File: config.mk
export PLATFORM = sky130hd
export DESIGN_NAME = class_histogram_entropy
export DESIGN_NICKNAME = d
export VERILOG_FILES = /design/src/rtl/che_pkg.sv /design/src/rtl/che_divider.sv /design/src/rtl/che_log_unit.sv /design/src/rtl/class_histogram_entropy.sv
export SDC_FILE = /design/constraint.sdc
export NUM_CORES = 2
export LEC_CHECK = 0
export BUFFER_PORTS_ARGS = -buffer_cell sky130_fd_sc_hd__buf_2
export CAP_MARGIN = 20
export CORE_AREA = 2 2 342 344
export DETAILED_ROUTE_END_ITERATION = 7
export DIE_AREA = 0 0 344 346
export GPL_TIMING_DRIVEN = 0
export PLACE_DENSITY = 0.68
export SYNTH_ARGS = -nofsm -noshare
export SYNTH_HDL_FRONTEND = slang
export SYNTH_SLANG_ARGS = --single-unit
File: constraint.sdc
create_clock -name clk -period 14.7 [get_ports clk]
set_input_delay 3.675 -clock clk [delete_from_list [all_inputs] [get_ports clk]]
set_output_delay 3.675 -clock clk [all_outputs]
set_load 0.02 [all_outputs]
File: src/rtl/che_pkg.sv
// shared types and constants for the class histogram entropy block
package che_pkg;

	localparam int MODE_W = 2;
	localparam int LABEL_W = 2;
	localparam int CNT_W = 32;
	localparam int PROB_W = 17;
	localparam int ENT_W = 18;
	localparam int NCLS_W = 3;

	localparam int NUM_BINS = 4;
	localparam int COUNT_BITS = CNT_W;
	localparam int FRAC_BITS = 16;

	typedef enum logic [1:0] {
		MODE_ADD   = 2'd0,
		MODE_MERGE = 2'd1,
		MODE_CLEAR = 2'd2,
		MODE_NOP   = 2'd3
	} mode_t;

	typedef struct packed {
		logic [MODE_W-1:0]  mode;
		logic [LABEL_W-1:0] label;
		logic [CNT_W-1:0]   merge_count0;
		logic [CNT_W-1:0]   merge_count1;
		logic [CNT_W-1:0]   merge_count2;
		logic [CNT_W-1:0]   merge_count3;
		logic [CNT_W-1:0]   merge_total;
		logic [LABEL_W-1:0] query_class;
	} cmd_t;

	typedef struct packed {
		logic [CNT_W-1:0]   total_samples;
		logic [LABEL_W-1:0] tallest_bin;
		logic [PROB_W-1:0]  class_probability;
		logic [ENT_W-1:0]   entropy_bits;
		logic               bad_label;
		logic               saturated;
	} rsp_t;

	typedef enum logic [3:0] {
		ST_IDLE,
		ST_UPD,
		ST_TALL,
		ST_QDIV,
		ST_DIV,
		ST_NORM,
		ST_LOG,
		ST_MUL,
		ST_ACC,
		ST_DONE
	} state_t;

	// control from the sequencer into the arithmetic unit
	typedef struct packed {
		logic div_start;
		logic log_start;
	} au_ctl_t;

	typedef struct packed {
		logic div_done;
		logic log_done;
	} au_sts_t;

endpackage

File: src/rtl/che_divider.sv
// restoring divider, one quotient bit per cycle, saturates at one
module che_divider #(
	parameter int COUNT_BITS = 32,
	parameter int FRAC_BITS = 16
) (
	input  logic                  clk,
	input  logic                  arst_n,
	input  logic                  start,
	input  logic [COUNT_BITS-1:0] num,
	input  logic [COUNT_BITS-1:0] den,
	output logic                  done,
	output logic [FRAC_BITS:0]    quot
);
	localparam int CW = $clog2(FRAC_BITS + 1);
	localparam logic [CW-1:0] LAST = CW'(FRAC_BITS - 1);

	logic [COUNT_BITS:0]   rem_q;
	logic [COUNT_BITS-1:0] den_q;
	logic [FRAC_BITS:0]    quot_q;
	logic [CW-1:0]         cnt_q;
	logic                  busy_q;
	logic                  done_q;
	logic [COUNT_BITS+1:0] shl;

	assign shl = {rem_q, 1'b0};

	always_ff @(posedge clk or negedge arst_n) begin
		if (!arst_n) begin
			busy_q <= 1'b0;
			done_q <= 1'b0;
			cnt_q  <= '0;
		end else begin
			done_q <= 1'b0;
			if (start) begin
				cnt_q <= '0;
				if (num >= den) begin
					done_q <= 1'b1;
				end else begin
					busy_q <= 1'b1;
				end
			end else if (busy_q) begin
				cnt_q <= cnt_q + 1'b1;
				if (cnt_q == LAST) begin
					busy_q <= 1'b0;
					done_q <= 1'b1;
				end
			end
		end
	end

	always_ff @(posedge clk) begin
		if (start) begin
			rem_q  <= {1'b0, num};
			den_q  <= den;
			quot_q <= (num >= den) ? (FRAC_BITS+1)'(1) << FRAC_BITS : '0;
		end else if (busy_q) begin
			if (shl >= {2'b00, den_q}) begin
				rem_q  <= (COUNT_BITS+1)'(shl - {2'b00, den_q});
				quot_q <= {quot_q[FRAC_BITS-1:0], 1'b1};
			end else begin
				rem_q  <= shl[COUNT_BITS:0];
				quot_q <= {quot_q[FRAC_BITS-1:0], 1'b0};
			end
		end
	end

	assign done = done_q;
	assign quot = quot_q;

endmodule

File: src/rtl/che_log_unit.sv
// p * -log2(p) by repeated squaring, one fraction bit per cycle
module che_log_unit #(
	parameter int FRAC_BITS = 16
) (
	input  logic                 clk,
	input  logic                 arst_n,
	input  logic                 start,
	input  logic [FRAC_BITS:0]   p,
	output logic                 done,
	output logic [FRAC_BITS+1:0] term
);
	localparam int KW = $clog2(FRAC_BITS + 1);
	localparam int NW = KW + FRAC_BITS;
	localparam logic [KW-1:0] LAST = KW'(FRAC_BITS - 1);

	typedef enum logic [2:0] {L_IDLE, L_NORM, L_SQ, L_MUL, L_OUT} lst_t;

	lst_t                  st_q;
	logic [FRAC_BITS-1:0]  p_q;
	logic [FRAC_BITS+1:0]  m_q;
	logic [FRAC_BITS-1:0]  frac_q;
	logic [KW-1:0]         k_q;
	logic [KW-1:0]         cnt_q;
	logic [FRAC_BITS+1:0]  term_q;
	logic [2*FRAC_BITS+3:0] sq;
	logic [FRAC_BITS+2:0]  msq;
	logic [NW-1:0]         nl;
	logic [FRAC_BITS+NW-1:0] prod;

	assign sq   = m_q * m_q;
	assign msq  = sq[2*FRAC_BITS+2:FRAC_BITS];
	assign nl   = {KW'(FRAC_BITS) - k_q, {FRAC_BITS{1'b0}}} - NW'(frac_q);
	assign prod = p_q * nl;

	// msb position, at most FRAC_BITS-1
	function automatic logic [KW-1:0] msb_pos(input logic [FRAC_BITS-1:0] v);
		logic [KW-1:0] r;
		r = '0;
		for (int i = 1; i < FRAC_BITS; i++) begin
			if (v[i]) r = KW'(i);
		end
		return r;
	endfunction

	always_ff @(posedge clk or negedge arst_n) begin
		if (!arst_n) begin
			st_q <= L_IDLE;
		end else begin
			case (st_q)
				L_IDLE: if (start) st_q <= (p == '0 || p[FRAC_BITS]) ? L_OUT : L_NORM;
				L_NORM: st_q <= L_SQ;
				L_SQ: if (cnt_q == LAST) st_q <= L_MUL;
				L_MUL: st_q <= L_OUT;
				L_OUT: st_q <= L_IDLE;
				default: st_q <= L_IDLE;
			endcase
		end
	end

	always_ff @(posedge clk) begin
		case (st_q)
			L_IDLE: begin
				p_q    <= p[FRAC_BITS-1:0];
				term_q <= '0;
				frac_q <= '0;
				cnt_q  <= '0;
			end
			L_NORM: begin
				k_q <= msb_pos(p_q);
				m_q <= (FRAC_BITS+2)'({2'b00, p_q} << (KW'(FRAC_BITS) - msb_pos(p_q)));
			end
			L_SQ: begin
				cnt_q <= cnt_q + 1'b1;
				if (msq[FRAC_BITS+1]) begin
					m_q    <= msq[FRAC_BITS+2:1];
					frac_q <= {frac_q[FRAC_BITS-2:0], 1'b1};
				end else begin
					m_q    <= msq[FRAC_BITS+1:0];
					frac_q <= {frac_q[FRAC_BITS-2:0], 1'b0};
				end
			end
			L_MUL: term_q <= (FRAC_BITS+2)'(prod >> FRAC_BITS);
			default: ;
		endcase
	end

	assign done = (st_q == L_OUT);
	assign term = term_q;

endmodule

File: src/rtl/class_histogram_entropy.sv
// Histogram store with a sequencer driving a shared divider and log unit.
// A command is taken when start is high and busy is low; busy then stays high
// through the result strobe, which lasts one cycle and cannot be held off by
// the receiver. A command runs the update and then the tallest-bin scan over
// the bins in use, the query division, and for each bin in use a division and
// a log of up to 16 steps each, with their handoffs. When the total is zero,
// the command goes from the scan straight to the result strobe.
module class_histogram_entropy (
	input  logic          clk,
	input  logic          arst_n,
	input  logic          start,
	output logic          busy,
	input  che_pkg::cmd_t cmd,
	output logic          result_valid,
	output che_pkg::rsp_t result,
	input  logic          cfg_we,
	input  logic [che_pkg::NCLS_W-1:0] cfg_wdata
);
	localparam int NUM_BINS = che_pkg::NUM_BINS;
	localparam int COUNT_BITS = che_pkg::COUNT_BITS;
	localparam int FRAC_BITS = che_pkg::FRAC_BITS;
	localparam int BW = $clog2(NUM_BINS);
	localparam int NW = $clog2(NUM_BINS + 1);
	localparam logic [COUNT_BITS-1:0] CMAX = '1;

	che_pkg::state_t st_q, st_d;
	logic [che_pkg::NCLS_W-1:0] ncls_q;
	logic [COUNT_BITS-1:0] bins_q [NUM_BINS];
	logic [COUNT_BITS-1:0] total_q;
	che_pkg::cmd_t cmd_q;
	logic [BW-1:0] idx_q;
	logic [BW-1:0] tall_q;
	logic [COUNT_BITS-1:0] maxc_q;
	logic [FRAC_BITS:0] prob_q;
	logic [FRAC_BITS+3:0] ent_q;
	logic bad_q, sat_q;
	logic [NW-1:0] n_eff;
	che_pkg::au_ctl_t ctl;
	che_pkg::au_sts_t sts;
	logic [FRAC_BITS:0] quot;
	logic [FRAC_BITS+1:0] term;
	logic [COUNT_BITS-1:0] addend;
	logic [COUNT_BITS-1:0] cur;
	logic [COUNT_BITS:0] sum;
	logic last_bin;
	logic [BW:0] lim;
	logic [FRAC_BITS+3:0] ent_lim;

	always_comb begin
		if (ncls_q == '0) n_eff = NW'(1);
		else if (32'(ncls_q) > NUM_BINS) n_eff = NW'(NUM_BINS);
		else n_eff = NW'(ncls_q);
	end

	always_comb begin
		lim = '0;
		for (int i = 0; i <= BW; i++) begin
			if ((1 << i) < int'(n_eff)) lim = (BW+1)'(i + 1);
		end
		ent_lim = (FRAC_BITS+4)'(lim) << FRAC_BITS;
	end

	assign last_bin = (NW'(idx_q) + 1'b1 >= n_eff);
	assign cur = bins_q[idx_q];

	// one saturating adder walks the bins during update; a second one updates the total at the last bin
	always_comb begin
		addend = '0;
		if (cmd_q.mode == che_pkg::MODE_MERGE) begin
			case (idx_q)
				BW'(0): addend = COUNT_BITS'(cmd_q.merge_count0);
				BW'(1): addend = COUNT_BITS'(cmd_q.merge_count1);
				default: begin
					if (idx_q == BW'(2)) addend = COUNT_BITS'(cmd_q.merge_count2);
					else if (idx_q == BW'(3)) addend = COUNT_BITS'(cmd_q.merge_count3);
				end
			endcase
		end else if (cmd_q.mode == che_pkg::MODE_ADD) begin
			addend = (BW'(cmd_q.label) == idx_q && !bad_q) ? COUNT_BITS'(1) : '0;
		end
		sum = {1'b0, bins_q[idx_q]} + {1'b0, addend};
	end

	logic [COUNT_BITS-1:0] tadd;
	logic [COUNT_BITS:0] tsum;
	always_comb begin
		tadd = '0;
		if (cmd_q.mode == che_pkg::MODE_MERGE) tadd = COUNT_BITS'(cmd_q.merge_total);
		else if (cmd_q.mode == che_pkg::MODE_ADD && !bad_q) tadd = COUNT_BITS'(1);
		tsum = {1'b0, total_q} + {1'b0, tadd};
	end

	always_comb begin
		st_d = st_q;
		case (st_q)
			che_pkg::ST_IDLE: if (start) st_d = che_pkg::ST_UPD;
			che_pkg::ST_UPD: if (last_bin) st_d = che_pkg::ST_TALL;
			che_pkg::ST_TALL: if (last_bin) begin
				st_d = (total_q == '0) ? che_pkg::ST_DONE : che_pkg::ST_QDIV;
			end
			che_pkg::ST_QDIV: if (sts.div_done) st_d = che_pkg::ST_DIV;
			che_pkg::ST_DIV: st_d = che_pkg::ST_NORM;
			che_pkg::ST_NORM: if (sts.div_done) st_d = che_pkg::ST_LOG;
			che_pkg::ST_LOG: if (sts.log_done) st_d = che_pkg::ST_ACC;
			che_pkg::ST_ACC: st_d = last_bin ? che_pkg::ST_MUL : che_pkg::ST_DIV;
			che_pkg::ST_MUL: st_d = che_pkg::ST_DONE;
			che_pkg::ST_DONE: st_d = che_pkg::ST_IDLE;
			default: st_d = che_pkg::ST_IDLE;
		endcase
	end

	always_comb begin
		ctl = '0;
		case (st_q)
			che_pkg::ST_TALL: ctl.div_start = last_bin && total_q != '0;
			che_pkg::ST_DIV: ctl.div_start = 1'b1;
			che_pkg::ST_NORM: ctl.log_start = sts.div_done;
			default: ;
		endcase
	end

	logic [BW-1:0] qsel;
	assign qsel = BW'(cmd_q.query_class);
	logic [COUNT_BITS-1:0] div_num;
	assign div_num = (st_q == che_pkg::ST_TALL) ? bins_q[qsel] : bins_q[idx_q];

	che_divider #(.COUNT_BITS(COUNT_BITS), .FRAC_BITS(FRAC_BITS)) u_div (
		.clk(clk), .arst_n(arst_n), .start(ctl.div_start),
		.num(div_num), .den(total_q), .done(sts.div_done), .quot(quot)
	);

	che_log_unit #(.FRAC_BITS(FRAC_BITS)) u_log (
		.clk(clk), .arst_n(arst_n), .start(ctl.log_start), .p(quot),
		.done(sts.log_done), .term(term)
	);

	always_ff @(posedge clk or negedge arst_n) begin
		if (!arst_n) begin
			st_q    <= che_pkg::ST_IDLE;
			ncls_q  <= che_pkg::NCLS_W'(4);
			total_q <= '0;
			for (int i = 0; i < NUM_BINS; i++) bins_q[i] <= '0;
		end else begin
			st_q <= st_d;
			if (cfg_we) ncls_q <= cfg_wdata;
			if (st_q == che_pkg::ST_UPD) begin
				if (cmd_q.mode == che_pkg::MODE_CLEAR) begin
					bins_q[idx_q] <= '0;
					if (last_bin) begin
						total_q <= '0;
						for (int i = 0; i < NUM_BINS; i++) bins_q[i] <= '0;
					end
				end else begin
					bins_q[idx_q] <= (sum >= {1'b0, CMAX}) ? CMAX : sum[COUNT_BITS-1:0];
					if (last_bin) total_q <= (tsum >= {1'b0, CMAX}) ? CMAX : tsum[COUNT_BITS-1:0];
				end
			end
		end
	end

	always_ff @(posedge clk) begin
		case (st_q)
			che_pkg::ST_IDLE: begin
				cmd_q  <= cmd;
				idx_q  <= '0;
				sat_q  <= 1'b0;
				ent_q  <= '0;
				prob_q <= '0;
				bad_q  <= (cmd.mode == che_pkg::MODE_ADD) && (NW'(cmd.label) >= n_eff);
			end
			che_pkg::ST_UPD: begin
				if (cmd_q.mode != che_pkg::MODE_CLEAR) begin
					if (sum >= {1'b0, CMAX} && addend != '0) sat_q <= 1'b1;
					if (last_bin && tsum >= {1'b0, CMAX} && tadd != '0) sat_q <= 1'b1;
				end
				idx_q  <= last_bin ? '0 : idx_q + 1'b1;
				tall_q <= '0;
			end
			che_pkg::ST_TALL: begin
				if (idx_q == '0 || cur > maxc_q) begin
					maxc_q <= cur;
					tall_q <= idx_q;
				end
				idx_q <= last_bin ? '0 : idx_q + 1'b1;
			end
			che_pkg::ST_QDIV: if (sts.div_done) begin
				prob_q <= (NW'(qsel) < n_eff) ? quot : '0;
			end
			che_pkg::ST_ACC: begin
				ent_q <= ent_q + (FRAC_BITS+4)'(term);
				idx_q <= idx_q + 1'b1;
			end
			che_pkg::ST_MUL: if (ent_q > ent_lim) ent_q <= ent_lim;
			default: ;
		endcase
	end

	assign busy = (st_q != che_pkg::ST_IDLE);
	assign result_valid = (st_q == che_pkg::ST_DONE);
	always_comb begin
		result.total_samples     = che_pkg::CNT_W'(total_q);
		result.tallest_bin       = che_pkg::LABEL_W'(tall_q);
		result.class_probability = che_pkg::PROB_W'(prob_q);
		result.entropy_bits      = che_pkg::ENT_W'(ent_q);
		result.bad_label         = bad_q;
		result.saturated         = sat_q;
	end

	a_busy_result: assert property (@(posedge clk) disable iff (!arst_n)
		result_valid |-> busy) else $error("result outside busy");
	a_one_strobe: assert property (@(posedge clk) disable iff (!arst_n)
		result_valid |=> !result_valid) else $error("double strobe");
	a_start_idle: assert property (@(posedge clk) disable iff (!arst_n)
		(start && !busy) |=> busy) else $error("command not taken");
	a_units_excl: assert property (@(posedge clk) disable iff (!arst_n)
		!(ctl.div_start && ctl.log_start)) else $error("unit conflict");

endmodule
==> metrics.md <==
| Metric | Value |
|---|---|
| Status | `complete, no violations` |
| Min cycle time layout | `between 9 and 10 ns` |
| Via-per-instance ratio | `between 5 and 6` |
| Synth Warn # | `0` |
| Fin. max-slew vios | `0` |
| IO Port Bufs | `approximately 250` |
| Maximum clock path buffer count | `3` |
| Clk root buf | `clkbuf_16` |
| Fin Hold WS | `around 0.51 ns` |
| Setup ws final | `4.959 ns` |
| RePlAce Congestion | `~0.93` |
| Die Wd | `roughly 340 um` |
| Maxcap violations | `0` |
| # DRC | `0` |
| Worst Path Required | `15.06 ns` |
| Final setup vio count | `0` |
| Fill cell count | `between 10000 and 15000` |
| Total global routing overflow | `0` |
| Mapped Cells | `approximately 5000` |
| Vias in the first global route | `just under 40000` |
| WL final | `about 140000 um` |
| Share of cells above drive strength 1 | `0.1023` |
| Reg-to-reg slack, setup | `between 4 and 5 ns` |
| Final worst-path cycle share | `0.6627` |
| Most used routing layer | `met2` |
| Iteration-0 DRC Markers | `~3000` |
| Clk pwr share | `0.471` |
| Syn Std Cell Area | `~51000 um2` |
| Detail Route Antenna Nets | `0` |
| CP most frequent cell | `fa_1` |
| Post-Place Worst Slack | `just under 5 ns` |
| Htree depth | `2` |
| Clk sinks | `just under 600` |
| Worst stage delay on the critical path | `0.61 ns` |
| Seq cells post-synth | `between 500 and 600` |
| Peak VDD IR | `0.0001125 V` |
| Reg2reg path depth | `28` |
| Nets@finish | `between 6000 and 7000` |
| Area grow syn2layout | `10.62%` |
| HP Class | `reg -> reg` |
| I/O pins | `246` |
| Internal power | `2.662 mW` |
| RSZ-0062 raised after global routing | `false` |
| Sequential fraction of the synthesis area | `0.3196` |
| Post-CTS sizing | `0` |
| Leak Pwr | `about 26 nW` |
| PwrDens | `59.06 nW/um2` |
| Post-CTS setup repair buffer count | `0` |
| Seq pwr share | `0.515` |
| Kind of end point of the critical path | `flip-flop` |
| Logic pwr share | `0.014` |
| Number of flops mapped to enable cells by yosys | `~400` |
| Critical path endpoint | `u_log.term[11]$_SDFFCE_PN0P_` |
| Clock slew at reported path FFs | `0.07 ns` |
| Row cnt | `around 130` |
| Reg2Reg Capture Point | `u_log.term[11]$_SDFFCE_PN0P_` |
| Die Height | `about 350 um` |
| GRT Util Overall | `0.2375` |
| Tightest Pin Transition | `between 1 and 1.5 ns` |
| Met3 usage | `0.04452` |
| Switch share | `0.2076` |
| Max_slew headroom | `0.2968` |
| Area of the core | `approximately 120000 um2` |
| Syn Nets | `6052` |
| Critical Path Start | `u_log.frac_q[2]$_SDFFCE_PN0P_` |
| First-pass GRT wire length | `around 220000 um` |
| Largest net degree at the start of global routing | `102` |
| Fmax | `between 0.1 and 0.15 GHz` |
| Wirelength per Cell | `slightly above 20 um` |
| Clk_lat worst skew | `0.64 ns` |
| Sw Pwr | `~700 uW` |
| Initial Util | `0.4455` |
| Total CTS buffers | `~60` |
| DIE AREA | `around 120000 um2` |
| Initial antenna violation count | `4` |
| Post-synthesis cell type count | `88` |
| Hpwl dp | `roughly 110000 um` |
| Main synth FF type | `edfxtp_1` |
| Post-synthesis async set-or-reset flop share | `0.3068` |
| Critical path fanouts, max | `10` |
| Reg-to-reg critical path startpoint | `u_log.frac_q[2]$_SDFFCE_PN0P_` |
| Setup_tns | `0 ns` |
| Crit start category | `flip-flop` |
| Final Hold Fails | `0` |
| Setup Skew | `between 0.03 and 0.04 ns` |
| Vias | `38520` |
| Met1 GRT Util | `0.3163` |
| CP max stage cell | `xor2_1` |
| Met2 Usage GRT | `0.3914` |
| Mean cell area of the mapped netlist | `10.28 um2` |
| TritonCTS clock tree | `done` |
| Hold_buf cts | `0` |
| DR pass1 iterations | `6` |
| Worst EP arrival | `just over 10 ns` |
| Crit Path Class | `reg -> reg` |
-- routing by layer --
layer / up-vias / part of all wire / wire, um
li1: 17660 / - / -
met1: 19120 / 0.41 / 57340
met2: 1484 / 0.48 / 67370
met3: 255 / 0.081 / 11450
met4: 4 / 0.034 / 4736
met5: - / 0.00021 / 30
-- sequential cells by signal (all words and copies together), names as in the netlist, 2 cells and up --
register and count:
bins_q 128, cmd_q 164, ent_q 20, idx_q 2
maxc_q 32, ncls_q 3, prob_q 17, qsel 2
st_q 4, tall_q 2, total_q 32, u_div.cnt_q 5
u_div.den_q 32, u_div.quot 17, u_div.rem_q 33, u_log.cnt_q 5
u_log.frac_q 16, u_log.k_q 4, u_log.m_q 18, u_log.p_q 16
u_log.st_q 3, u_log.term 18
-- cell type report --
cell class	count	area [um2]	area share
Antenna cell	1	2.502	0.00004399
Buffer	238	979.7	0.01722
Clock buffer	82	1793	0.03152
Clock inverter	34	279.0	0.004905
Inverter	766	2880	0.05064
Multi-Input combinational cell	3422	31150	0.5477
Sequential cell	577	16430	0.2889
Tap cell	1524	1907	0.03352
Timing Repair Buffer	258	1454	0.02556
-- how the worst min path moves through the flow --
stage                                   end                          from  slack (ns)  depth (start not counted)
floorplan           u_log.p_q[10]$_DFFE_PP_  u_div.quot[10]$_SDFFCE_PP0P_        0.46                          0
global placement     bins_q[96]$_DFFE_PN0P_        bins_q[96]$_DFFE_PN0P_        0.48                          2
detailed placement    bins_q[1]$_DFFE_PN0P_         bins_q[1]$_DFFE_PN0P_        0.49                          2
CTS                   bins_q[1]$_DFFE_PN0P_         bins_q[1]$_DFFE_PN0P_        0.51                          2
global route         bins_q[13]$_DFFE_PN0P_        bins_q[13]$_DFFE_PN0P_        0.53                          1
finish               bins_q[32]$_DFFE_PN0P_        bins_q[32]$_DFFE_PN0P_        0.51                          2
-- cells in the mapped netlist, types with 21 or more instances --
master / count / share of area
mux2_2: 55 / 0.012
a21o_1: 79 / 0.012
a22o_1: 117 / 0.020
a22oi_1: 37 / 0.0054
or2_2: 21 / 0.0026
dfrtp_1: 176 / 0.086
o21ai_0: 167 / 0.016
nor2_1: 256 / 0.019
a21oi_1: 179 / 0.017
nand2_1: 428 / 0.031
and2_1: 296 / 0.036
nor2b_1: 42 / 0.0051
nor3_1: 60 / 0.0058
edfxtp_1: 399 / 0.23
xnor2_1: 99 / 0.017
a221oi_1: 36 / 0.0061
nand4_1: 36 / 0.0044
and3_1: 46 / 0.0056
o211ai_1: 23 / 0.0034
xor2_1: 61 / 0.010
nand2b_1: 46 / 0.0056
mux4_2: 64 / 0.028
fa_1: 483 / 0.19
o21a_1: 39 / 0.0057
inv_1: 764 / 0.056
mux2i_1: 30 / 0.0058
nand3_1: 47 / 0.0046
nor4_1: 42 / 0.0051
ha_1: 393 / 0.096
clkbuf_1: 205 / 0.015
-- power by group through the flow --
| stage | logic (mW) | clock network, mW | registers (mW) |
|---|---|---|---|
| 5_1_grt | 0.0528 | 1.67 | 1.73 |
| 2_1_floorplan | 0.00657 | 0 | 1.76 |
| 6_report | 0.0463 | 1.58 | 1.73 |
| 3_3_place_gp | 0.0445 | 0 | 1.77 |
| 3_5_place_dp | 0.0469 | 0 | 1.77 |
| 4_1_cts | 0.0470 | 1.60 | 1.73 |
-- per-stage QoR --
step	power [mW]	instances	utilization	cell area, um2
2_1_floorplan	1.772	5003	-	51420
3_3_place_gp	1.810	6772	0.4727	54550
3_5_place_dp	1.812	6783	0.4746	54780
4_1_cts	3.380	6899	0.4925	56850
5_1_grt	3.454	6901	0.4928	56880
6_report	3.359	6902	0.4928	56880
-- worst max-delay path: cells and delay by family (launching register included) --
family,cells,cell delay [ns]
AO/OA/AOI/OAI,6,1.45
flip-flops,1,0.48
adder cells (fa/ha/maj),7,3.22
XOR/XNOR,2,0.78
buffers and inverters,4,0.69
AND/OR/NAND/NOR,9,2.89
-- placed cells by master (no fill, tap or decap), drive strengths merged, types with 14 or more instances in the layout --
cell type	instances
nor4	44
a211oi	21
mux2i	30
nand4	36
clkinv	25
mux4	64
a22oi	37
nand3	47
nor3	60
o21ai	177
nor2b	42
ha	393
nand2	428
fa	483
and3	46
a22o	117
xnor2	99
o21bai	19
nand2b	46
o211ai	23
a31oi	25
a221oi	36
edfxtp	399
buf	289
or2	21
a21oi	179
inv	769
xor2	61
nor2	257
and2	296
clkbuf	288
mux2	55
o21a	39
o31ai	14
a21o	79
dfrtp	176
-- logic make-up (layout without fill, tap and decap cells) --
logic type,count (synthesis),in the layout,share of synthesized area
AO/OA/AOI/OAI,868,868,0.1163
XOR/XNOR,160,160,0.02725
adder cells (fa/ha/maj),876,876,0.2837
buffers and inverters,1004,1378,0.07494
flip-flops,577,577,0.3196
multiplexers,149,149,0.04591
other,0,1,0
AND/OR/NAND/NOR,1369,1369,0.1323
No activity file was read; power rests on OpenSTA's default activity.
